===== src/rtl/dutc_pkg.sv =====
// Shared widths, status codes, reciprocal constants and calendar tables of the converter.
package dutc_pkg;

	localparam int STAMP_W  = 32;
	localparam int SECS_W   = 33;
	localparam int STATUS_W = 2;

	localparam logic [STATUS_W-1:0] STATUS_OK         = 2'd0;
	localparam logic [STATUS_W-1:0] STATUS_MONTH_ZERO = 2'd1;
	localparam logic [STATUS_W-1:0] STATUS_YEAR_RANGE = 2'd2;

	// floor(2^36 / 675), floor estimate, corrected by one compare
	localparam logic [26:0] RECIP_675  = 27'd101806632;
	// ceil(2^23 / 60), exact below 2^17
	localparam logic [17:0] RECIP_60   = 18'd139811;
	// ceil(2^29 / 1460), exact below 2^18
	localparam logic [18:0] RECIP_1460 = 19'd367720;
	// ceil(2^27 / 365), exact below 2^18
	localparam logic [18:0] RECIP_365  = 19'd367720;
	// ceil(2^20 / 153), exact below 2^11
	localparam logic [12:0] RECIP_153  = 13'd6854;

	typedef struct packed {
		logic              zero;
		logic              mon_zero;
		logic [SECS_W-1:0] secs;
	} dos_res_t;

	function automatic logic [8:0] month_start_days(input logic [3:0] idx);
		logic [8:0] r;
		unique case (idx)
			4'd0:    r = 9'd0;
			4'd1:    r = 9'd31;
			4'd2:    r = 9'd59;
			4'd3:    r = 9'd90;
			4'd4:    r = 9'd120;
			4'd5:    r = 9'd151;
			4'd6:    r = 9'd181;
			4'd7:    r = 9'd212;
			4'd8:    r = 9'd243;
			4'd9:    r = 9'd273;
			4'd10:   r = 9'd304;
			4'd11:   r = 9'd334;
			default: r = 9'd0;
		endcase
		return r;
	endfunction

	// first day of each month in a March-based year
	function automatic logic [8:0] civil_month_offset(input logic [3:0] mp);
		logic [8:0] r;
		unique case (mp)
			4'd0:    r = 9'd0;
			4'd1:    r = 9'd31;
			4'd2:    r = 9'd61;
			4'd3:    r = 9'd92;
			4'd4:    r = 9'd122;
			4'd5:    r = 9'd153;
			4'd6:    r = 9'd184;
			4'd7:    r = 9'd214;
			4'd8:    r = 9'd245;
			4'd9:    r = 9'd275;
			4'd10:   r = 9'd306;
			4'd11:   r = 9'd337;
			default: r = 9'd0;
		endcase
		return r;
	endfunction

endpackage


===== src/rtl/dutc_if.sv =====
// Valid/ready channel interfaces for request and result words of the converter.
interface dutc_in_if;
	logic                         valid;
	logic                         ready;
	logic                         kind;
	logic [dutc_pkg::STAMP_W-1:0] dos_stamp;
	logic [dutc_pkg::SECS_W-1:0]  unix_seconds;

	modport source (output valid, output kind, output dos_stamp, output unix_seconds,
		input ready);
	modport sink (input valid, input kind, input dos_stamp, input unix_seconds,
		output ready);
endinterface

interface dutc_out_if;
	logic                          valid;
	logic                          ready;
	logic [dutc_pkg::SECS_W-1:0]   seconds_out;
	logic [dutc_pkg::STAMP_W-1:0]  stamp_out;
	logic [dutc_pkg::STATUS_W-1:0] status;

	modport source (output valid, output seconds_out, output stamp_out, output status,
		input ready);
	modport sink (input valid, input seconds_out, input stamp_out, input status,
		output ready);
endinterface


===== src/rtl/dos_unix_timestamp_converter_core.sv =====
// Top level: eleven-stage pipelined DOS/Unix timestamp converter.
// Throughput: one word per cycle while res.ready is high; stages advance independently, so bubbles close up.
// Divisions by constants run as reciprocal multiplies, at most one per stage and lane; century terms use compares.
// Reset clears the stage valid bits only; payload registers are not reset.
module dos_unix_timestamp_converter_core (
	input  logic       clk,
	input  logic       arst_n,
	dutc_in_if.sink    cmd,
	dutc_out_if.source res
);

	localparam int NS = 11;

	typedef struct packed {
		logic [4:0] hour;
		logic [5:0] minute;
		logic [5:0] second;
	} tod_t;

	logic [NS-1:0] valid_q;
	logic [NS-1:0] full;
	logic [NS-1:0] en;

	always_comb begin
		full[NS-1] = valid_q[NS-1];
		for (int k = NS - 2; k >= 0; k--) begin
			full[k] = valid_q[k] & full[k+1];
		end
		en = {NS{res.ready}} | ~full;
	end

	assign cmd.ready = en[0];
	assign res.valid = valid_q[NS-1];

	always_ff @(posedge clk or negedge arst_n) begin
		if (!arst_n) begin
			valid_q <= '0;
		end else begin
			if (en[0]) begin
				valid_q[0] <= cmd.valid;
			end
			for (int k = 1; k < NS; k++) begin
				if (en[k]) begin
					valid_q[k] <= valid_q[k-1];
				end
			end
		end
	end

	// stage 1: unpack DOS fields, start the divide by 86400
	logic [3:0]  monf;
	logic        roll;
	logic [52:0] up_c;

	assign monf = cmd.dos_stamp[24:21];
	assign roll = monf >= 4'd13;
	assign up_c = {27'd0, cmd.unix_seconds[32:7]} * {26'd0, dutc_pkg::RECIP_675};

	logic        kind_s1, dz_s1, monz_s1, uz_s1;
	logic [7:0]  yo_s1;
	logic [3:0]  midx_s1;
	logic [4:0]  mday_s1, hour_s1, sec2_s1;
	logic [5:0]  minute_s1;
	logic [25:0] ux_s1;
	logic [6:0]  ulo_s1;
	logic [52:0] up_s1;

	always_ff @(posedge clk) begin
		if (en[0]) begin
			kind_s1   <= cmd.kind;
			dz_s1     <= cmd.dos_stamp == '0;
			monz_s1   <= monf == 4'd0;
			yo_s1     <= {1'b0, cmd.dos_stamp[31:25]} + {7'd0, roll};
			midx_s1   <= roll ? monf - 4'd13 : monf - 4'd1;
			mday_s1   <= cmd.dos_stamp[20:16];
			hour_s1   <= cmd.dos_stamp[15:11];
			minute_s1 <= cmd.dos_stamp[10:5];
			sec2_s1   <= cmd.dos_stamp[4:0];
			uz_s1     <= cmd.unix_seconds == '0;
			ux_s1     <= cmd.unix_seconds[32:7];
			ulo_s1    <= cmd.unix_seconds[6:0];
			up_s1     <= up_c;
		end
	end

	// stage 2: DOS day count and time of day; first remainder of seconds / 86400
	logic        leapadj, over2100;
	logic [16:0] days_c, tod_c, q0_c;
	logic [25:0] r0_c;

	assign over2100 = yo_s1 >= 8'd120;
	assign leapadj  = (yo_s1[1:0] == 2'd0) && (yo_s1 != 8'd120) && (midx_s1 < 4'd2);
	assign days_c   = ({9'd0, yo_s1} + 17'd10) * 17'd365
		+ {8'd0, dutc_pkg::month_start_days(midx_s1)}
		+ {9'd0, (yo_s1 + 8'd12) >> 2}
		+ {12'd0, mday_s1} - 17'd1 - {16'd0, leapadj} - {16'd0, over2100};
	assign tod_c    = {12'd0, hour_s1} * 17'd3600 + {11'd0, minute_s1} * 17'd60
		+ {11'd0, sec2_s1, 1'b0};
	assign q0_c     = up_s1[52:36];
	assign r0_c     = ux_s1 - {9'd0, q0_c} * 26'd675;

	logic        kind_s2, dz_s2, monz_s2, uz_s2;
	logic [16:0] days_s2, tod_s2, q0_s2;
	logic [10:0] r0_s2;
	logic [6:0]  ulo_s2;

	always_ff @(posedge clk) begin
		if (en[1]) begin
			kind_s2 <= kind_s1;
			dz_s2   <= dz_s1;
			monz_s2 <= monz_s1;
			uz_s2   <= uz_s1;
			days_s2 <= days_c;
			tod_s2  <= tod_c;
			q0_s2   <= q0_c;
			r0_s2   <= r0_c[10:0];
			ulo_s2  <= ulo_s1;
		end
	end

	// stage 3: DOS total seconds; correct the day quotient
	logic [33:0] total_c;
	logic        corr;
	logic [10:0] r_c;

	assign total_c = {17'd0, days_s2} * 34'd86400 + {17'd0, tod_s2};
	assign corr    = r0_s2 >= 11'd675;
	assign r_c     = corr ? r0_s2 - 11'd675 : r0_s2;

	logic                kind_s3, uz_s3;
	dutc_pkg::dos_res_t  dres_s3;
	logic [16:0]         udays_s3, rem_s3;

	always_ff @(posedge clk) begin
		if (en[2]) begin
			kind_s3  <= kind_s2;
			uz_s3    <= uz_s2;
			dres_s3  <= '{zero: dz_s2, mon_zero: monz_s2, secs: total_c[32:0]};
			udays_s3 <= q0_s2 + {16'd0, corr};
			rem_s3   <= {r_c[9:0], ulo_s2};
		end
	end

	// stage 4: minutes of day; era and day of era
	logic [34:0] pm_c;
	logic        era5_c;

	assign pm_c   = {17'd0, rem_s3} * {17'd0, dutc_pkg::RECIP_60};
	assign era5_c = udays_s3 >= 17'd11017;

	logic               kind_s4, uz_s4, era5_s4;
	dutc_pkg::dos_res_t dres_s4;
	logic [16:0]        rem_s4;
	logic [10:0]        mt_s4;
	logic [17:0]        doe_s4;

	always_ff @(posedge clk) begin
		if (en[3]) begin
			kind_s4 <= kind_s3;
			uz_s4   <= uz_s3;
			dres_s4 <= dres_s3;
			rem_s4  <= rem_s3;
			mt_s4   <= pm_c[33:23];
			era5_s4 <= era5_c;
			doe_s4  <= era5_c ? {1'b0, udays_s3} - 18'd11017 : {1'b0, udays_s3} + 18'd135080;
		end
	end

	// stage 5: hour and second; leap-day terms of the day of era
	logic [16:0] sdiff_c;
	logic [28:0] ph_c;
	logic [36:0] pa_c;
	logic [2:0]  b_c;

	assign sdiff_c = rem_s4 - {6'd0, mt_s4} * 17'd60;
	assign ph_c    = {18'd0, mt_s4} * {11'd0, dutc_pkg::RECIP_60};
	assign pa_c    = {19'd0, doe_s4} * {18'd0, dutc_pkg::RECIP_1460};
	assign b_c     = {2'd0, doe_s4 >= 18'd36524} + {2'd0, doe_s4 >= 18'd73048}
		+ {2'd0, doe_s4 >= 18'd109572} + {2'd0, doe_s4 >= 18'd146096};

	logic               kind_s5, uz_s5, era5_s5, c_s5;
	dutc_pkg::dos_res_t dres_s5;
	logic [10:0]        mt_s5;
	logic [4:0]         hr_s5;
	logic [5:0]         sec_s5;
	logic [17:0]        doe_s5;
	logic [6:0]         a_s5;
	logic [2:0]         b_s5;

	always_ff @(posedge clk) begin
		if (en[4]) begin
			kind_s5 <= kind_s4;
			uz_s5   <= uz_s4;
			dres_s5 <= dres_s4;
			era5_s5 <= era5_s4;
			mt_s5   <= mt_s4;
			hr_s5   <= ph_c[27:23];
			sec_s5  <= sdiff_c[5:0];
			doe_s5  <= doe_s4;
			a_s5    <= pa_c[35:29];
			b_s5    <= b_c;
			c_s5    <= doe_s4 == 18'd146096;
		end
	end

	// stage 6: minute; adjusted day of era
	logic [10:0] mdiff_c;

	assign mdiff_c = mt_s5 - {6'd0, hr_s5} * 11'd60;

	logic               kind_s6, uz_s6, era5_s6;
	dutc_pkg::dos_res_t dres_s6;
	logic [17:0]        doe_s6, t_s6;
	tod_t               tod_s6;

	always_ff @(posedge clk) begin
		if (en[5]) begin
			kind_s6 <= kind_s5;
			uz_s6   <= uz_s5;
			dres_s6 <= dres_s5;
			era5_s6 <= era5_s5;
			doe_s6  <= doe_s5;
			t_s6    <= doe_s5 - {11'd0, a_s5} + {15'd0, b_s5} - {17'd0, c_s5};
			tod_s6  <= '{hour: hr_s5, minute: mdiff_c[5:0], second: sec_s5};
		end
	end

	// stage 7: year of era
	logic [36:0] py_c;

	assign py_c = {19'd0, t_s6} * {18'd0, dutc_pkg::RECIP_365};

	logic               kind_s7, uz_s7, era5_s7;
	dutc_pkg::dos_res_t dres_s7;
	logic [17:0]        doe_s7;
	logic [8:0]         yoe_s7;
	tod_t               tod_s7;

	always_ff @(posedge clk) begin
		if (en[6]) begin
			kind_s7 <= kind_s6;
			uz_s7   <= uz_s6;
			dres_s7 <= dres_s6;
			era5_s7 <= era5_s6;
			doe_s7  <= doe_s6;
			yoe_s7  <= py_c[35:27];
			tod_s7  <= tod_s6;
		end
	end

	// stage 8: day of year and March-based year
	logic [1:0]  cent_c;
	logic [17:0] sub_c, doy_c;

	assign cent_c = {1'b0, yoe_s7 >= 9'd100} + {1'b0, yoe_s7 >= 9'd200}
		+ {1'b0, yoe_s7 >= 9'd300};
	assign sub_c  = {9'd0, yoe_s7} * 18'd365 + {11'd0, yoe_s7[8:2]} - {16'd0, cent_c};
	assign doy_c  = doe_s7 - sub_c;

	logic               kind_s8, uz_s8;
	dutc_pkg::dos_res_t dres_s8;
	logic [8:0]         doy_s8;
	logic [11:0]        y0_s8;
	tod_t               tod_s8;

	always_ff @(posedge clk) begin
		if (en[7]) begin
			kind_s8 <= kind_s7;
			uz_s8   <= uz_s7;
			dres_s8 <= dres_s7;
			doy_s8  <= doy_c[8:0];
			y0_s8   <= {3'd0, yoe_s7} + (era5_s7 ? 12'd2000 : 12'd1600);
			tod_s8  <= tod_s7;
		end
	end

	// stage 9: March-based month
	logic [10:0] x5_c;
	logic [23:0] pmp_c;

	assign x5_c  = {2'd0, doy_s8} * 11'd5 + 11'd2;
	assign pmp_c = {13'd0, x5_c} * {11'd0, dutc_pkg::RECIP_153};

	logic               kind_s9, uz_s9;
	dutc_pkg::dos_res_t dres_s9;
	logic [8:0]         doy_s9;
	logic [11:0]        y0_s9;
	logic [3:0]         mp_s9;
	tod_t               tod_s9;

	always_ff @(posedge clk) begin
		if (en[8]) begin
			kind_s9 <= kind_s8;
			uz_s9   <= uz_s8;
			dres_s9 <= dres_s8;
			doy_s9  <= doy_s8;
			y0_s9   <= y0_s8;
			mp_s9   <= pmp_c[23:20];
			tod_s9  <= tod_s8;
		end
	end

	// stage 10: day, month and year
	logic [8:0] dd_c;
	logic       late_c;

	assign dd_c   = doy_s9 - dutc_pkg::civil_month_offset(mp_s9) + 9'd1;
	assign late_c = mp_s9 >= 4'd10;

	logic               kind_s10, uz_s10;
	dutc_pkg::dos_res_t dres_s10;
	logic [4:0]         day_s10;
	logic [3:0]         mon_s10;
	logic [11:0]        year_s10;
	tod_t               tod_s10;

	always_ff @(posedge clk) begin
		if (en[9]) begin
			kind_s10 <= kind_s9;
			uz_s10   <= uz_s9;
			dres_s10 <= dres_s9;
			day_s10  <= dd_c[4:0];
			mon_s10  <= late_c ? mp_s9 - 4'd9 : mp_s9 + 4'd3;
			year_s10 <= y0_s9 + {11'd0, late_c};
			tod_s10  <= tod_s9;
		end
	end

	// stage 11: range check, pack and select the direction
	logic        bad_c;
	logic [11:0] yo_c;

	assign bad_c = (year_s10 < 12'd1980) || (year_s10 > 12'd2107);
	assign yo_c  = year_s10 - 12'd1980;

	logic [dutc_pkg::SECS_W-1:0]   secs_s11;
	logic [dutc_pkg::STAMP_W-1:0]  stamp_s11;
	logic [dutc_pkg::STATUS_W-1:0] status_s11;

	always_ff @(posedge clk) begin
		if (en[10]) begin
			if (kind_s10) begin
				secs_s11 <= '0;
				if (uz_s10) begin
					stamp_s11  <= '0;
					status_s11 <= dutc_pkg::STATUS_OK;
				end else if (bad_c) begin
					stamp_s11  <= '0;
					status_s11 <= dutc_pkg::STATUS_YEAR_RANGE;
				end else begin
					stamp_s11  <= {yo_c[6:0], mon_s10, day_s10, tod_s10.hour,
						tod_s10.minute, tod_s10.second[5:1]};
					status_s11 <= dutc_pkg::STATUS_OK;
				end
			end else begin
				stamp_s11 <= '0;
				if (dres_s10.zero) begin
					secs_s11   <= '0;
					status_s11 <= dutc_pkg::STATUS_OK;
				end else if (dres_s10.mon_zero) begin
					secs_s11   <= '0;
					status_s11 <= dutc_pkg::STATUS_MONTH_ZERO;
				end else begin
					secs_s11   <= dres_s10.secs;
					status_s11 <= dutc_pkg::STATUS_OK;
				end
			end
		end
	end

	assign res.seconds_out = secs_s11;
	assign res.stamp_out   = stamp_s11;
	assign res.status      = status_s11;

endmodule


===== src/flat_wrapper.sv =====
// flat-port wrapper written by rule: the top's interface ports become plain ports
module dos_unix_timestamp_converter_core_flat 
  (clk, arst_n, cmd_valid, cmd_kind, cmd_dos_stamp, cmd_unix_seconds, cmd_ready, res_valid, res_seconds_out, res_stamp_out, res_status, res_ready);
  dutc_in_if cmd_i ();
  dutc_out_if res_i ();
  input  logic clk;
  input  logic arst_n;
  input wire logic [$bits(cmd_i.valid)-1:0] cmd_valid;
  input wire logic [$bits(cmd_i.kind)-1:0] cmd_kind;
  input wire logic [$bits(cmd_i.dos_stamp)-1:0] cmd_dos_stamp;
  input wire logic [$bits(cmd_i.unix_seconds)-1:0] cmd_unix_seconds;
  output wire logic [$bits(cmd_i.ready)-1:0] cmd_ready;
  output wire logic [$bits(res_i.valid)-1:0] res_valid;
  output wire logic [$bits(res_i.seconds_out)-1:0] res_seconds_out;
  output wire logic [$bits(res_i.stamp_out)-1:0] res_stamp_out;
  output wire logic [$bits(res_i.status)-1:0] res_status;
  input wire logic [$bits(res_i.ready)-1:0] res_ready;
  assign cmd_i.valid = cmd_valid;
  assign cmd_i.kind = cmd_kind;
  assign cmd_i.dos_stamp = cmd_dos_stamp;
  assign cmd_i.unix_seconds = cmd_unix_seconds;
  assign cmd_ready = cmd_i.ready;
  assign res_valid = res_i.valid;
  assign res_seconds_out = res_i.seconds_out;
  assign res_stamp_out = res_i.stamp_out;
  assign res_status = res_i.status;
  assign res_i.ready = res_ready;
  dos_unix_timestamp_converter_core u_core (.clk(clk), .arst_n(arst_n), .cmd(cmd_i), .res(res_i));
endmodule

===== config.mk =====
export PLATFORM = sky130hd
export DESIGN_NAME = dos_unix_timestamp_converter_core_flat
export DESIGN_NICKNAME = d
export VERILOG_FILES = /design/src/rtl/dutc_pkg.sv /design/src/rtl/dutc_if.sv /design/src/rtl/dos_unix_timestamp_converter_core.sv /design/src/flat_wrapper.sv
export SDC_FILE = /design/constraint.sdc
export NUM_CORES = 2
export LEC_CHECK = 0
export BUFFER_PORTS_ARGS = -buffer_cell sky130_fd_sc_hd__buf_2
export CORE_AREA = 8 8 625 319
export DETAILED_ROUTE_END_ITERATION = 16
export DIE_AREA = 0 0 633 327
export SLEW_MARGIN = 40
export SYNTH_ARGS = -nofsm -noshare
export SYNTH_HDL_FRONTEND = slang
export SYNTH_SLANG_ARGS = --single-unit
export TNS_END_PERCENT = 1

===== constraint.sdc =====
create_clock -name clk -period 17.6 [get_ports clk]
set_input_delay 0.88 -clock clk [delete_from_list [all_inputs] [get_ports clk]]
set_output_delay 0.88 -clock clk [all_outputs]
set_load 0.01 [all_outputs]

==> out/results.ini <==
[timing]
setup_viol=0
finalHoldViolCount=0
period_minus_slack_ns=7.84
relSlewSlack_pct=42.7
worst_slack_ns=9.76
fin_tns_setup_ns=0
clock-skew-final_ns=0.0634
post-route-period-util_pct=44.5
drv_slew=0
rsz0062_at_grt=no
tightestPinTransition_ns=0.855
clock.fmax_mhz=128

[logic_synthesis]
yosys.area_share.adder_pct=42.5
ys_warn_count=0
ys_async_sr_fraction_pct=1.33
yosys.area.top_type_share_pct=36.4
synth.area.top_cells=edfxtp_1 (36%), ha_1 (24%), fa_1 (18%)
synth-edff-count=803
synthXorXnorAreaFrac_pct=3.82
synth_top_family_by_area=adder cells
synth_cell_types=84
yosys.area.top_type=edfxtp_1
syn_area_mm2=0.0663
synth_seq_cells=828
synthCells=5288
syn_nets=7248
syn_avg_cell_area_um2=12.5
yosys.area_share.simple_pct=4.76
synth_ff_type=edfxtp_1
muxShareOfSynthArea_pct=0.142
synth_compound_area_share_pct=4.78
ys_seq_area_share_pct=37.2

[clock_network]
clk_pin_slew_ns=0.07
hold_buffers=0
numCtsBuffers=78
clk_latency_ns=0.68
root_buffer=clkbuf_16
clock_sinks=828
cts_resized=0
htree_num_levels=3
clockBufferDepth=3
cts_tree=yes
cts_setup_buffers=0

[grt]
antenna_found_initial=4
grt-ovfl-total=0
grt_max_degree=74
grt_pass1_wl_um=226000
gr-usage-all-layers_pct=13.8
grt_pass1_vias=38850

[setup_path]
critPathSlowestCell=fa_1
critPathMaxStageDelay_ns=0.54
r2r_setup_slack_ns=9.76
r2r-start=u_core.doy_s8[1]
critPathMostFrequentCell=ha_1
worstPathRequired_ns=18.16
startpoint=u_core.doy_s8[1]
crit_arrival_ns=8.40
critPathMaxFanout=6
end_kind=flop
worst-setup-path-type=reg2reg
reg2regPathDepth=31
critPathLaunchType=flop

[routing]
drt_iter0_drc=2395
antenna_left=0
viasPerCell=4.56
vias=37115
drt_first_pass_iters=7
drt_wl_total_um=142000
wl_per_cell_um=17.5
drc=0

[place]
dp_slack_ns=9.82
place.gp.congestion=0.889
io_buffer_count=137
place_area_mm2=0.0704
dpl.hpwl_um=115000

[cells_and_area]
drive_above_1_share_pct=5.95
area_growth_pct=10.5
fin_util_pct=38.3
fill_cells=18235
fin_area_mm2=0.0732
nNetsFinal=7477

[floorplanning]
std_cell_rows=114
core-area_mm2=0.191
fp.dieArea_mm2=0.207
start_util_pct=34.7
die_height_um=327
die_w_um=633
num_io_pins=139

[job]
drv_cap=0

[hold_path]
worstHoldPathType=in2async

[status]
status=finished clean

-- flip-flops by register name, indices dropped and copies added, names as in the netlist, 17 cells and up, named ones only --
signal and flops:
u_core.dres_s6 34, u_core.dres_s3 34, u_core.dres_s7 34, u_core.udays_s3 17
u_core.doe_s5 18, u_core.t_s6 18, u_core.dres_s5 34, u_core.q0_s2 17
u_core.dres_s10 34, u_core.up_s1 17, u_core.dres_s8 34, u_core.doe_s4 18
u_core.dres_s9 34, u_core.res.stamp_out 32, u_core.rem_s3 17, u_core.dres_s4 34
u_core.days_s2 17, u_core.res.seconds_out 32
-- layout make-up --
class | instances | area [µm²] | share of cell area (%)
inverters | 1168 | 4390 | 6.00
repair buffers | 167 | 985 | 1.35
clock inverters | 59 | 785 | 1.07
well taps | 2552 | 3190 | 4.36
clock buffers | 84 | 1970 | 2.70
diodes | 1 | 2.50 | 0.00342
flip-flops and latches | 828 | 24700 | 33.7
multi-input cells | 3274 | 37200 | 50.8
-- synth_stat cells (30+ instances only) --
cell type	n
ha_1	1288
inv_1	1163
edfxtp_1	803
fa_1	602
xnor2_1	216
a21oi_1	144
nor2_1	121
nand2_1	115
a21o_1	82
xor2_1	73
and2_1	71
nand3_1	57
o21ai_0	49
nor3_1	46
nand4_1	34
o21ai_1	31
o21a_1	30
-- cells by family after synthesis --
kind of cell / count (synthesis)
AO/OA/AOI/OAI: 485
XOR/XNOR: 289
adder cells (fa/ha/maj): 1890
buffers and inverters: 1186
flip-flops: 828
multiplexers: 9
other: 1
AND/OR/NAND/NOR: 600
-- critical path: cells and delay by family (launching register included) --
family	cells	cell delay, ns
multiplexers	1	0.33
flip-flops	1	0.50
XOR/XNOR	2	0.46
AND/OR/NAND/NOR	7	1.06
AO/OA/AOI/OAI	9	1.69
buffers and inverters	3	0.28
adder cells (fa/ha/maj)	9	3.45
-- through the flow --
stage / hold WS [ns] / instances
finish: 0.120 / 8133
global route: 0.107 / 8133
CTS: 0.0945 / 8127
detailed placement: 0.405 / 7984
global placement: 0.400 / 7976
floorplan: 0.400 / 5288
-- per-layer routing --
metal | routed length [µm] | GRT usage (%) | up-vias
met5 | 10 | 0 | -
met4 | 1780 | 2.00 | 2
met3 | 7750 | 2.83 | 118
met1 | 78500 | 22.3 | 18072
li1 | - | - | 18242
met2 | 54000 | 18.9 | 681
-- how the worst min path moves through the flow --
stage / startpoint / endpoint / depth (start not counted)
2_1_floorplan: u_core.doe_s6[0] / u_core.doe_s7[0] / 0
3_3_place_gp: u_core.tod_s6[6] / u_core.tod_s7[6] / 0
3_5_place_dp: u_core.dres_s9[27] / u_core.dres_s10[27] / 0
4_1_cts: arst_n / u_core.valid_q[7] / 1
5_1_grt: arst_n / u_core.valid_q[5] / 1
6_report: arst_n / u_core.valid_q[7] / 1
-- cells in the final DEF (no fill, tap or decap), types with 14 or more instances in the layout --
cell	count
buf_2	137
xor2_1	73
o21ai_1	31
nor3_1	45
edfxtp_1	803
nor2b_1	25
nand4_1	34
nand3_1	56
a31oi_1	14
ha_1	1288
dfxtp_1	14
o21a_1	30
o21bai_1	26
nor4_1	15
and2_1	71
a211oi_1	14
inv_1	1159
buf_6	18
nor2_1	121
xnor2_1	215
clkbuf_16	78
clkinv_2	15
and3_1	21
a21oi_1	144
a21o_1	82
nand2_1	111
nand2b_1	27
fa_1	602
o21ai_0	49
Power is left out: the tool's default activity adds up to more than one toggle a clock period on the data nets, which glitch-free logic cannot reach.
